[src/design/stl_pkg.sv]
`timescale 1ns / 1ps
// ----------------------------------------------------------------------------
// stl_pkg: shared types and constants for the s-expression token lexer
// Token record layout, token kinds and the saturating counter width.
// ----------------------------------------------------------------------------
package stl_pkg;

   localparam int CNT_W       = 16;
   localparam int KIND_W      = 4;

   // token kinds
   localparam logic [KIND_W-1:0] KIND_LPAREN = 4'd0;
   localparam logic [KIND_W-1:0] KIND_RPAREN = 4'd1;
   localparam logic [KIND_W-1:0] KIND_QUOTE  = 4'd2;
   localparam logic [KIND_W-1:0] KIND_STRING = 4'd3;
   localparam logic [KIND_W-1:0] KIND_DOT    = 4'd4;
   localparam logic [KIND_W-1:0] KIND_BOOL   = 4'd5;
   localparam logic [KIND_W-1:0] KIND_NUMBER = 4'd6;
   localparam logic [KIND_W-1:0] KIND_SYMBOL = 4'd7;
   localparam logic [KIND_W-1:0] KIND_END    = 4'd8;
   localparam logic [KIND_W-1:0] KIND_ERROR  = 4'd9;

   typedef struct packed {
      logic [CNT_W-1:0]  column;
      logic [CNT_W-1:0]  line;
      logic [CNT_W-1:0]  length;
      logic [CNT_W-1:0]  start;
      logic [KIND_W-1:0] kind;
   } token_type;

   // tokens produced by one source byte (at most two)
   typedef struct packed {
      logic [1:0] count;
      token_type  tok1;
      token_type  tok0;
   } push_type;

   // saturating increment
   function automatic logic [CNT_W-1:0] bump(input logic [CNT_W-1:0] v);
      logic [CNT_W-1:0] r;
      r = (v == {CNT_W{1'b1}}) ? v : v + 1'b1;
      return r;
   endfunction

endpackage

[src/design/stl_core.sv]
`timescale 1ns / 1ps
// ----------------------------------------------------------------------------
// stl_core: lexer state and single-pass byte step
// Holds mode, counters and pending lexeme; turns one byte into 0..2 tokens.
// ----------------------------------------------------------------------------
module stl_core (
   input  logic              clock,
   input  logic              reset,
   input  logic              step,
   input  logic [7:0]        src_byte,
   input  logic              src_end,
   output stl_pkg::push_type push
);
   import stl_pkg::*;

   localparam logic [1:0] MODE_IDLE    = 2'd0;
   localparam logic [1:0] MODE_SYMBOL  = 2'd1;
   localparam logic [1:0] MODE_STRING  = 2'd2;
   localparam logic [1:0] MODE_COMMENT = 2'd3;

   logic [1:0]       mode_ff, mode_in;
   logic [CNT_W-1:0] pos_ff, pos_in;
   logic [CNT_W-1:0] line_ff, line_in;
   logic [CNT_W-1:0] col_ff, col_in;
   logic [CNT_W-1:0] pstart_ff, pstart_in;
   logic [CNT_W-1:0] pline_ff, pline_in;
   logic [CNT_W-1:0] pcol_ff, pcol_in;
   logic [CNT_W-1:0] plen_ff, plen_in;
   logic [15:0]      chars_ff, chars_in;
   logic             numeric_ff, numeric_in;
   logic [1:0]       dots_ff, dots_in;
   logic             sign_ff, sign_in;
   logic             done_ff, done_in;

   // classify the pending lexeme from its current state
   function automatic logic [KIND_W-1:0] classify(
      input logic [CNT_W-1:0] len, input logic [15:0] chars,
      input logic numeric, input logic [1:0] dots, input logic sign);
      logic [KIND_W-1:0] k;
      if (len == CNT_W'(1) && chars[15:8] == ".") begin
         k = KIND_DOT;
      end else if (len == CNT_W'(2) && (chars == "#t" || chars == "#f")) begin
         k = KIND_BOOL;
      end else if (numeric && dots <= 2'd1 && !(sign && len == CNT_W'(1))) begin
         k = KIND_NUMBER;
      end else begin
         k = KIND_SYMBOL;
      end
      return k;
   endfunction

   logic      flush;
   logic      other_v;
   token_type sym_tok;
   token_type other_tok;
   logic      is_nl;
   logic      is_space;
   logic      is_delim;
   logic      is_digit;
   logic      from_idle;

   assign is_nl    = (src_byte == 8'h0A);
   assign is_space = is_nl || src_byte == 8'h20 || src_byte == 8'h09 || src_byte == 8'h0D;
   assign is_delim = is_space || src_byte == "(" || src_byte == ")" || src_byte == "\"" ||
                     src_byte == ";" || src_byte == "'";
   assign is_digit = (src_byte >= "0") && (src_byte <= "9");

   // pending lexeme as a token, classified before this byte
   always_comb begin
      sym_tok.kind   = classify(plen_ff, chars_ff, numeric_ff, dots_ff, sign_ff);
      sym_tok.start  = pstart_ff;
      sym_tok.length = plen_ff;
      sym_tok.line   = pline_ff;
      sym_tok.column = pcol_ff;
   end

   // one byte step
   always_comb begin
      mode_in    = mode_ff;
      pos_in     = pos_ff;
      line_in    = line_ff;
      col_in     = col_ff;
      pstart_in  = pstart_ff;
      pline_in   = pline_ff;
      pcol_in    = pcol_ff;
      plen_in    = plen_ff;
      chars_in   = chars_ff;
      numeric_in = numeric_ff;
      dots_in    = dots_ff;
      sign_in    = sign_ff;
      done_in    = done_ff;
      flush      = 1'b0;
      other_v    = 1'b0;
      other_tok  = '0;
      from_idle  = 1'b0;

      if (step && !done_ff) begin
         if (src_end) begin
            // close out the stream
            done_in = 1'b1;
            mode_in = MODE_IDLE;
            other_v = 1'b1;
            if (mode_ff == MODE_STRING) begin
               other_tok.kind   = KIND_ERROR;
               other_tok.start  = pstart_ff;
               other_tok.length = plen_ff;
               other_tok.line   = pline_ff;
               other_tok.column = pcol_ff;
            end else begin
               flush            = (mode_ff == MODE_SYMBOL);
               other_tok.kind   = KIND_END;
               other_tok.start  = pos_ff;
               other_tok.length = '0;
               other_tok.line   = line_ff;
               other_tok.column = col_ff;
            end
         end else begin
            // advance position counters
            pos_in = bump(pos_ff);
            if (is_nl) begin
               line_in = bump(line_ff);
               col_in  = '0;
            end else begin
               col_in = bump(col_ff);
            end

            unique case (mode_ff)
               MODE_COMMENT: begin
                  if (is_nl) mode_in = MODE_IDLE;
               end
               MODE_STRING: begin
                  plen_in = bump(plen_ff);
                  if (src_byte == "\"") begin
                     other_v          = 1'b1;
                     other_tok.kind   = KIND_STRING;
                     other_tok.start  = pstart_ff;
                     other_tok.length = plen_in;
                     other_tok.line   = pline_ff;
                     other_tok.column = pcol_ff;
                     mode_in          = MODE_IDLE;
                  end
               end
               MODE_SYMBOL: begin
                  if (!is_delim) begin
                     if (plen_ff == CNT_W'(1)) chars_in[7:0] = src_byte;
                     if (!is_digit && src_byte != ".") numeric_in = 1'b0;
                     if (src_byte == "." && dots_ff < 2'd2) dots_in = dots_ff + 2'd1;
                     plen_in = bump(plen_ff);
                  end else begin
                     flush     = 1'b1;
                     mode_in   = MODE_IDLE;
                     from_idle = 1'b1;
                  end
               end
               default: from_idle = 1'b1;
            endcase

            // handle the byte as the start of something
            if (from_idle) begin
               other_tok.start  = pos_ff;
               other_tok.length = CNT_W'(1);
               other_tok.line   = line_in;
               other_tok.column = col_in;
               if (is_space) begin
                  other_v = 1'b0;
               end else if (src_byte == ";") begin
                  mode_in = MODE_COMMENT;
               end else if (src_byte == "(") begin
                  other_v        = 1'b1;
                  other_tok.kind = KIND_LPAREN;
               end else if (src_byte == ")") begin
                  other_v        = 1'b1;
                  other_tok.kind = KIND_RPAREN;
               end else if (src_byte == "'") begin
                  other_v        = 1'b1;
                  other_tok.kind = KIND_QUOTE;
               end else begin
                  pstart_in = pos_ff;
                  pline_in  = line_in;
                  pcol_in   = col_in;
                  plen_in   = CNT_W'(1);
                  if (src_byte == "\"") begin
                     mode_in = MODE_STRING;
                  end else begin
                     chars_in   = {src_byte, 8'h00};
                     sign_in    = (src_byte == "+") || (src_byte == "-");
                     numeric_in = sign_in || is_digit || src_byte == ".";
                     dots_in    = (src_byte == ".") ? 2'd1 : 2'd0;
                     mode_in    = MODE_SYMBOL;
                  end
               end
            end
         end
      end
   end

   // order the tokens: pending symbol first
   always_comb begin
      push = '0;
      if (flush) begin
         push.tok0  = sym_tok;
         push.tok1  = other_tok;
         push.count = other_v ? 2'd2 : 2'd1;
      end else begin
         push.tok0  = other_tok;
         push.count = other_v ? 2'd1 : 2'd0;
      end
   end

   // hold lexer state
   always_ff @(posedge clock) begin
      if (reset) begin
         mode_ff    <= MODE_IDLE;
         pos_ff     <= '0;
         line_ff    <= CNT_W'(1);
         col_ff     <= '0;
         pstart_ff  <= '0;
         pline_ff   <= CNT_W'(1);
         pcol_ff    <= '0;
         plen_ff    <= '0;
         chars_ff   <= '0;
         numeric_ff <= 1'b1;
         dots_ff    <= 2'd0;
         sign_ff    <= 1'b0;
         done_ff    <= 1'b0;
      end else begin
         mode_ff    <= mode_in;
         pos_ff     <= pos_in;
         line_ff    <= line_in;
         col_ff     <= col_in;
         pstart_ff  <= pstart_in;
         pline_ff   <= pline_in;
         pcol_ff    <= pcol_in;
         plen_ff    <= plen_in;
         chars_ff   <= chars_in;
         numeric_ff <= numeric_in;
         dots_ff    <= dots_in;
         sign_ff    <= sign_in;
         done_ff    <= done_in;
      end
   end

endmodule

[src/design/stl_queue.sv]
`timescale 1ns / 1ps
// ----------------------------------------------------------------------------
// stl_queue: four-entry token queue
// Takes up to two tokens a cycle, hands out one; flags room for a full step.
// ----------------------------------------------------------------------------
module stl_queue (
   input  logic                        clock,
   input  logic                        reset,
   input  stl_pkg::push_type           push,
   output logic                        room,
   output logic                        out_valid,
   input  logic                        out_ready,
   output stl_pkg::token_type          out_tok,
   output logic                        out_last
);
   import stl_pkg::*;

   typedef struct packed {
      logic      last;
      token_type tok;
   } entry_type;

   entry_type  mem_ff [4];
   logic [1:0] wr_ptr_ff, wr_ptr_in;
   logic [1:0] rd_ptr_ff, rd_ptr_in;
   logic [2:0] count_ff, count_in;
   logic       pop;
   logic [1:0] wr_next;

   assign room      = (count_ff <= 3'd2);
   assign out_valid = (count_ff != 3'd0);
   assign out_tok   = mem_ff[rd_ptr_ff].tok;
   assign out_last  = mem_ff[rd_ptr_ff].last;
   assign pop       = out_valid && out_ready;
   assign wr_next   = wr_ptr_ff + 2'd1;

   // advance pointers and occupancy
   always_comb begin
      wr_ptr_in = wr_ptr_ff + push.count;
      rd_ptr_in = rd_ptr_ff + {1'b0, pop};
      count_in  = count_ff + {1'b0, push.count} - {2'b00, pop};
   end

   always_ff @(posedge clock) begin
      if (reset) begin
         wr_ptr_ff <= '0;
         rd_ptr_ff <= '0;
         count_ff  <= '0;
      end else begin
         wr_ptr_ff <= wr_ptr_in;
         rd_ptr_ff <= rd_ptr_in;
         count_ff  <= count_in;
      end
   end

   // store tokens; the final one of a step carries last
   always_ff @(posedge clock) begin
      if (push.count != 2'd0) begin
         mem_ff[wr_ptr_ff].tok  <= push.tok0;
         mem_ff[wr_ptr_ff].last <= (push.count == 2'd1);
      end
      if (push.count == 2'd2) begin
         mem_ff[wr_next].tok  <= push.tok1;
         mem_ff[wr_next].last <= 1'b1;
      end
   end

endmodule

[src/design/scheme_token_lexer.sv]
`timescale 1ns / 1ps
// ----------------------------------------------------------------------------
// scheme_token_lexer: streaming tokenizer for s-expression source text
// Input register, single-pass lexer step and a small token queue.
// ----------------------------------------------------------------------------
// Usage:
//   req_* carries one source byte per transfer (req_tdata) with req_tuser
//   marking end of source. rsp_* carries one token per transfer; rsp_tlast
//   marks the final token caused by a given source byte.
//   A byte lands in the input register, is lexed from there once the queue
//   has room, and its tokens (zero, one or two) go into a four-entry queue
//   whose head drives rsp_*.
//   One byte is taken every cycle while the queue has room for two tokens,
//   so a stream giving at most one token per byte, with rsp_tready high,
//   runs at one byte a cycle; two-token bytes drain at one token a cycle.
//   Reset clears the counters (line 1, column 0) and empties the queue.
//   When rsp_tready is low the queue fills and req_tready drops once fewer
//   than two free entries remain; nothing is lost. After the end or
//   unclosed-string token further bytes are taken and ignored until reset.
// ----------------------------------------------------------------------------
module scheme_token_lexer (
   input  logic        clock,
   input  logic        reset,
   input  logic        req_tvalid,
   output logic        req_tready,
   input  logic [7:0]  req_tdata,   // [7:0] source_byte
   input  logic        req_tuser,   // [0] source_end
   output logic        rsp_tvalid,
   input  logic        rsp_tready,
   output logic [71:0] rsp_tdata,   // [3:0] token_kind, [19:4] token_start,
                                    // [35:20] token_length, [51:36] token_line,
                                    // [67:52] token_column, [71:68] zero
   output logic        rsp_tlast    // last_of_item
);
   import stl_pkg::*;

   logic       in_valid_ff;
   logic [7:0] in_byte_ff;
   logic       in_end_ff;
   logic       room;
   logic       step;
   push_type   push;
   token_type  out_tok;

   assign step       = in_valid_ff && room;
   assign req_tready = !in_valid_ff || step;

   // hold the incoming byte
   always_ff @(posedge clock) begin
      if (reset) begin
         in_valid_ff <= 1'b0;
      end else if (req_tvalid && req_tready) begin
         in_valid_ff <= 1'b1;
      end else if (step) begin
         in_valid_ff <= 1'b0;
      end
   end

   always_ff @(posedge clock) begin
      if (req_tvalid && req_tready) begin
         in_byte_ff <= req_tdata;
         in_end_ff  <= req_tuser;
      end
   end

   stl_core u_core (
      .clock    (clock),
      .reset    (reset),
      .step     (step),
      .src_byte (in_byte_ff),
      .src_end  (in_end_ff),
      .push     (push)
   );

   stl_queue u_queue (
      .clock     (clock),
      .reset     (reset),
      .push      (push),
      .room      (room),
      .out_valid (rsp_tvalid),
      .out_ready (rsp_tready),
      .out_tok   (out_tok),
      .out_last  (rsp_tlast)
   );

   assign rsp_tdata = {4'b0000, out_tok};

endmodule

[config.mk]
export PLATFORM = sky130hd
export DESIGN_NAME = scheme_token_lexer
export DESIGN_NICKNAME = d
export VERILOG_FILES = /design/src/design/stl_pkg.sv /design/src/design/stl_core.sv /design/src/design/stl_queue.sv /design/src/design/scheme_token_lexer.sv
export SDC_FILE = /design/constraint.sdc
export NUM_CORES = 1
export LEC_CHECK = 0
export BUFFER_PORTS_ARGS = -buffer_cell sky130_fd_sc_hd__buf_4
export CAP_MARGIN = 40
export CORE_MARGIN = 8
export CORE_UTILIZATION = 30
export DETAILED_ROUTE_END_ITERATION = 7
export PLACE_DENSITY = 0.51
export SLEW_MARGIN = 20
export SYNTH_ARGS = -nofsm -noshare
export SYNTH_HDL_FRONTEND = slang
export SYNTH_SLANG_ARGS = --single-unit
[constraint.sdc]
create_clock -name clock -period 15.4 [get_ports clock]
set_input_delay 1.54 -clock clock [delete_from_list [all_inputs] [get_ports clock]]
set_output_delay 1.54 -clock clock [all_outputs]
set_load 0.02 [all_outputs]
==> impl_metrics.yaml <==
power:
  total_power_per_unit_cell_area_nw_per_um2: 115.4
  power.internal_mw: 2.197
  clock_share_of_power_pct: 37.9
  switchingPower_uw: 916.2
  power.total_mw: 3.113
  max-vdd-ir-drop_v: 0.00008023
  swShare_pct: 29.43
  leakage_nw: 8.141
  sequentialPowerShare_pct: 41.6
  p_comb_share_pct: 20.4
clock_network:
  cts_inserted_buffers: 49
  clkLatencyLatePin_ns: 0.62
  cts.sink_count: 428
  ctsLongestPathBuffers: 3
  ctsHoldBuffers: 0
  cts_post_setup_buffers_inserted: 0
  clk_pin_slew_worst_paths_ns: 0.07
  tritoncts: "yes"
  cts-resized-gates: 0
  root_buffer: "clkbuf_16"
  number_of_levels_the_h_tree_was_split_into: 2
timing:
  maxClockFrequency_mhz: 179.9
  worst_pin_slew_ns: 0.8356
  report.final.hold_viol_count: 0
  relSlewSlack_pct: 44.05
  final.min_clock_period_ns: 5.560
  worst_hold_slack_ns: 0.4718
  period_utilization_pct: 36.10
  setup_tns_ns: 0
  fin_worst_skew_ns: 0.03294
  setup_repair_after_global_routing_missed_its_margin: "no"
  timing.final.setup_violations: 0
  drv_slew: 0
detailed_routing:
  route.layer.met1.wl_um: 34960
  initialDrtViolationCount: 2023
  highest_routing_layer_actually_used: "met4"
  detailedRoute.firstPassIterationCount: 6
  drt-wirelength-per-cell_um: 23.26
  met2RoutedLength_um: 36870
  detail-route-antenna-nets: 0
  drt_drc_violations_left: 0
  route.met3.wl_um: 6880
  vias_per_cell: 5.780
  route.final.wire_length_um: 80500
  vias: 20000
final_layout:
  most_common_cell_after_layout_fill_and_taps_aside: "edfxtp_1"
  design.final.nets: 2403
  antenna_cells: 0
  layout_common_cells: "edfxtp_1, nor2_1, nand2_1"
  area_delta_synth_final_pct: 13.87
  drive_above_1_share_pct: 14.43
grt:
  grt_antenna_before_repair: 0
  grt_pass1_vias: 18740
  grt_start_max_net_pins: 87
  grt-ovfl-total: 0
  wire_length_of_the_first_global_routing_pass_um: 120800
  grt_use_total_pct: 17.28
yosys:
  postSynthCellCount: 2395
  seq_total_area_yosys_pct: 47.88
  synth_async_sr_flop_share_pct: 0
  synthDistinctLibCells: 90
  synth.cell_area_sq_um: 23680
  ys_warn_count: 0
  synth_area_per_cell_sq_um: 9.889
  ys_ff_latch: 428
  synth_enable_flop_cells: 277
  synth-main-ff-cell: "edfxtp_1"
setup_path:
  timing_worst_setup_path_type: "reg2reg"
  worstRegToRegCells: 12
  worstPathCellList: "and3b_1 > o211a_4 > nor3_2 > a31o_4 > buf_4 > clkinv_2 > ha_1 > inv_1 > or3_1 > buf_4 > nand2_4 > buf_4"
  timing.critical_path.to: "u_queue.mem_ff[1][12]"
  wp_data_required_ns: 15.67
  startpoint: "in_byte_ff[1]"
  rr_startpoint: "in_byte_ff[1]"
  worst-path-stages: 12
  worstPathBufferInverterCount: 5
  reg2reg_to: "u_queue.mem_ff[1][12]"
  timing.critical_path.slowest_stage_cell: "buf_4"
  timing.reg2reg.setup_slack_ns: 9.84
  setup.worst_path.end_class: "flip-flop"
  critical-path-top-cell-by-count: "buf_4"
  timing.critical_path.max_delay_family: "buffers and inverters"
  timing.critical_path.arrival_ns: 5.83
  worstPathMaxFanout: 76
  critPathMaxStageDelay_ns: 0.65
  start_kind: "flip-flop"
floorplan:
  rows: 103
  ios: 88
  die_width_um: 297.0
  die_height_um: 297.0
  design.core.area_sq_um: 78610
  initial_utilization_pct: 30.13
  die-area_sq_um: 88190
placement:
  count_of_buffers_from_port_buffering: 83
  final_weighted_congestion_in_routability_driven_placement: 0.8865
  place.detailed.hpwl_um: 53470
run:
  drv_cap: 0
status:
  outcome: "finished clean"
hold_path:
  worst_hold_path_type: "reg2reg"
## synth_stat cells (21+ instances only)
cell type    n  area [sq um]
edfxtp_1   277          8318
nor2_1     251         942.2
nand2_1    224         840.8
a21oi_1    204          1021
clkbuf_1   163         611.8
dfxtp_1    151          3023
o22ai_1    143         894.6
o21ai_0    126         630.6
nand3_1     85         425.4
mux4_2      69          1554
a22oi_1     64         480.5
mux2i_1     60         600.6
a221oi_1    43         376.6
nor3_1      40         200.2
buf_2       31         155.2
inv_1       29         108.9
a22o_1      24         210.2
and2_1      22         137.6
nand4_1     22         137.6
a211oi_1    21         157.7
xor2_1      21         183.9
## power groups by stage
stage	clock network [mW]	logic, mW	registers (mW)
final	1.18	0.636	1.30
after global routing	1.25	0.677	1.30
after CTS	1.21	0.650	1.30
after detailed placement	0	0.648	1.32
after global placement	0	0.623	1.34
after floorplan	0	0.414	1.29
## stage by stage
step                util, %  cells  worst slack (ns)  instance area (sq um)
CTS                   34.22   3455             9.870                  26900
detailed placement    32.16   3364             9.886                  25280
global route          34.31   3461             9.561                  26970
global placement      32.02   3357             9.742                  25170
finish                34.31   3461             9.840                  26970
floorplan                 -   2398             10.36                  23700
## kinds of logic after synthesis
family	share of synthesized area [%]
AO/OA/AOI/OAI	21.38
AND/OR/NAND/NOR	14.74
flip-flops	47.88
buffers and inverters	4.179
multiplexers	9.287
XOR/XNOR	1.479
adder cells (fa/ha/maj)	1.035
other	0.01583
## registers in the layout, indices dropped and copies added (netlist names), 3 cells and up
name and cells:
in_byte_ff 8, u_core.chars_ff 16, u_core.col_ff 16, u_core.line_ff 16
u_core.pcol_ff 16, u_core.plen_ff 16, u_core.pline_ff 16, u_core.pos_ff 16
u_core.pstart_ff 16, u_queue.count_ff 3, u_queue.mem_ff 276
## layer usage
metal	vias to the layer above	GRT usage (%)
met5	-	0
met4	0	4.362
met3	117	3.717
met2	895	27.38
met1	9881	23.90
li1	9111	-
## cell type report
type	instances	area, sq um
inverters	30	113.9
clock inverters	35	331.6
fillers	7955	51640
repair buffers	139	1122
clock buffers	56	1284
multi-input cells	1723	11460
flip-flops and latches	428	11350
well taps	1050	1314
## worst register-to-register path, cell delays in order (launching register included)
cell and delay, ns:
edfxtp_1 0.55, and3b_1 0.28, o211a_4 0.28, nor3_2 0.33, a31o_4 0.41, buf_4 0.66, clkinv_2 0.64, ha_1 0.51
inv_1 0.16, or3_1 0.12, buf_4 0.33, nand2_4 0.44, buf_4 0.50
## worst min path at each step
| stage | startpoint | end | slack (ns) | depth (start not counted) |
|---|---|---|---|---|
| after floorplan | u_queue.mem_ff[2][68] | u_queue.mem_ff[2][68] | 0.43 | 1 |
| after global placement | u_queue.mem_ff[3][68] | u_queue.mem_ff[3][68] | 0.44 | 1 |
| after detailed placement | u_queue.mem_ff[3][68] | u_queue.mem_ff[3][68] | 0.45 | 1 |
| after CTS | u_queue.mem_ff[3][68] | u_queue.mem_ff[3][68] | 0.46 | 1 |
| after global routing | u_queue.mem_ff[3][68] | u_queue.mem_ff[3][68] | 0.48 | 1 |
| final | u_queue.mem_ff[1][68] | u_queue.mem_ff[1][68] | 0.47 | 1 |
Note: power is estimated with default switching activity, not from simulation.
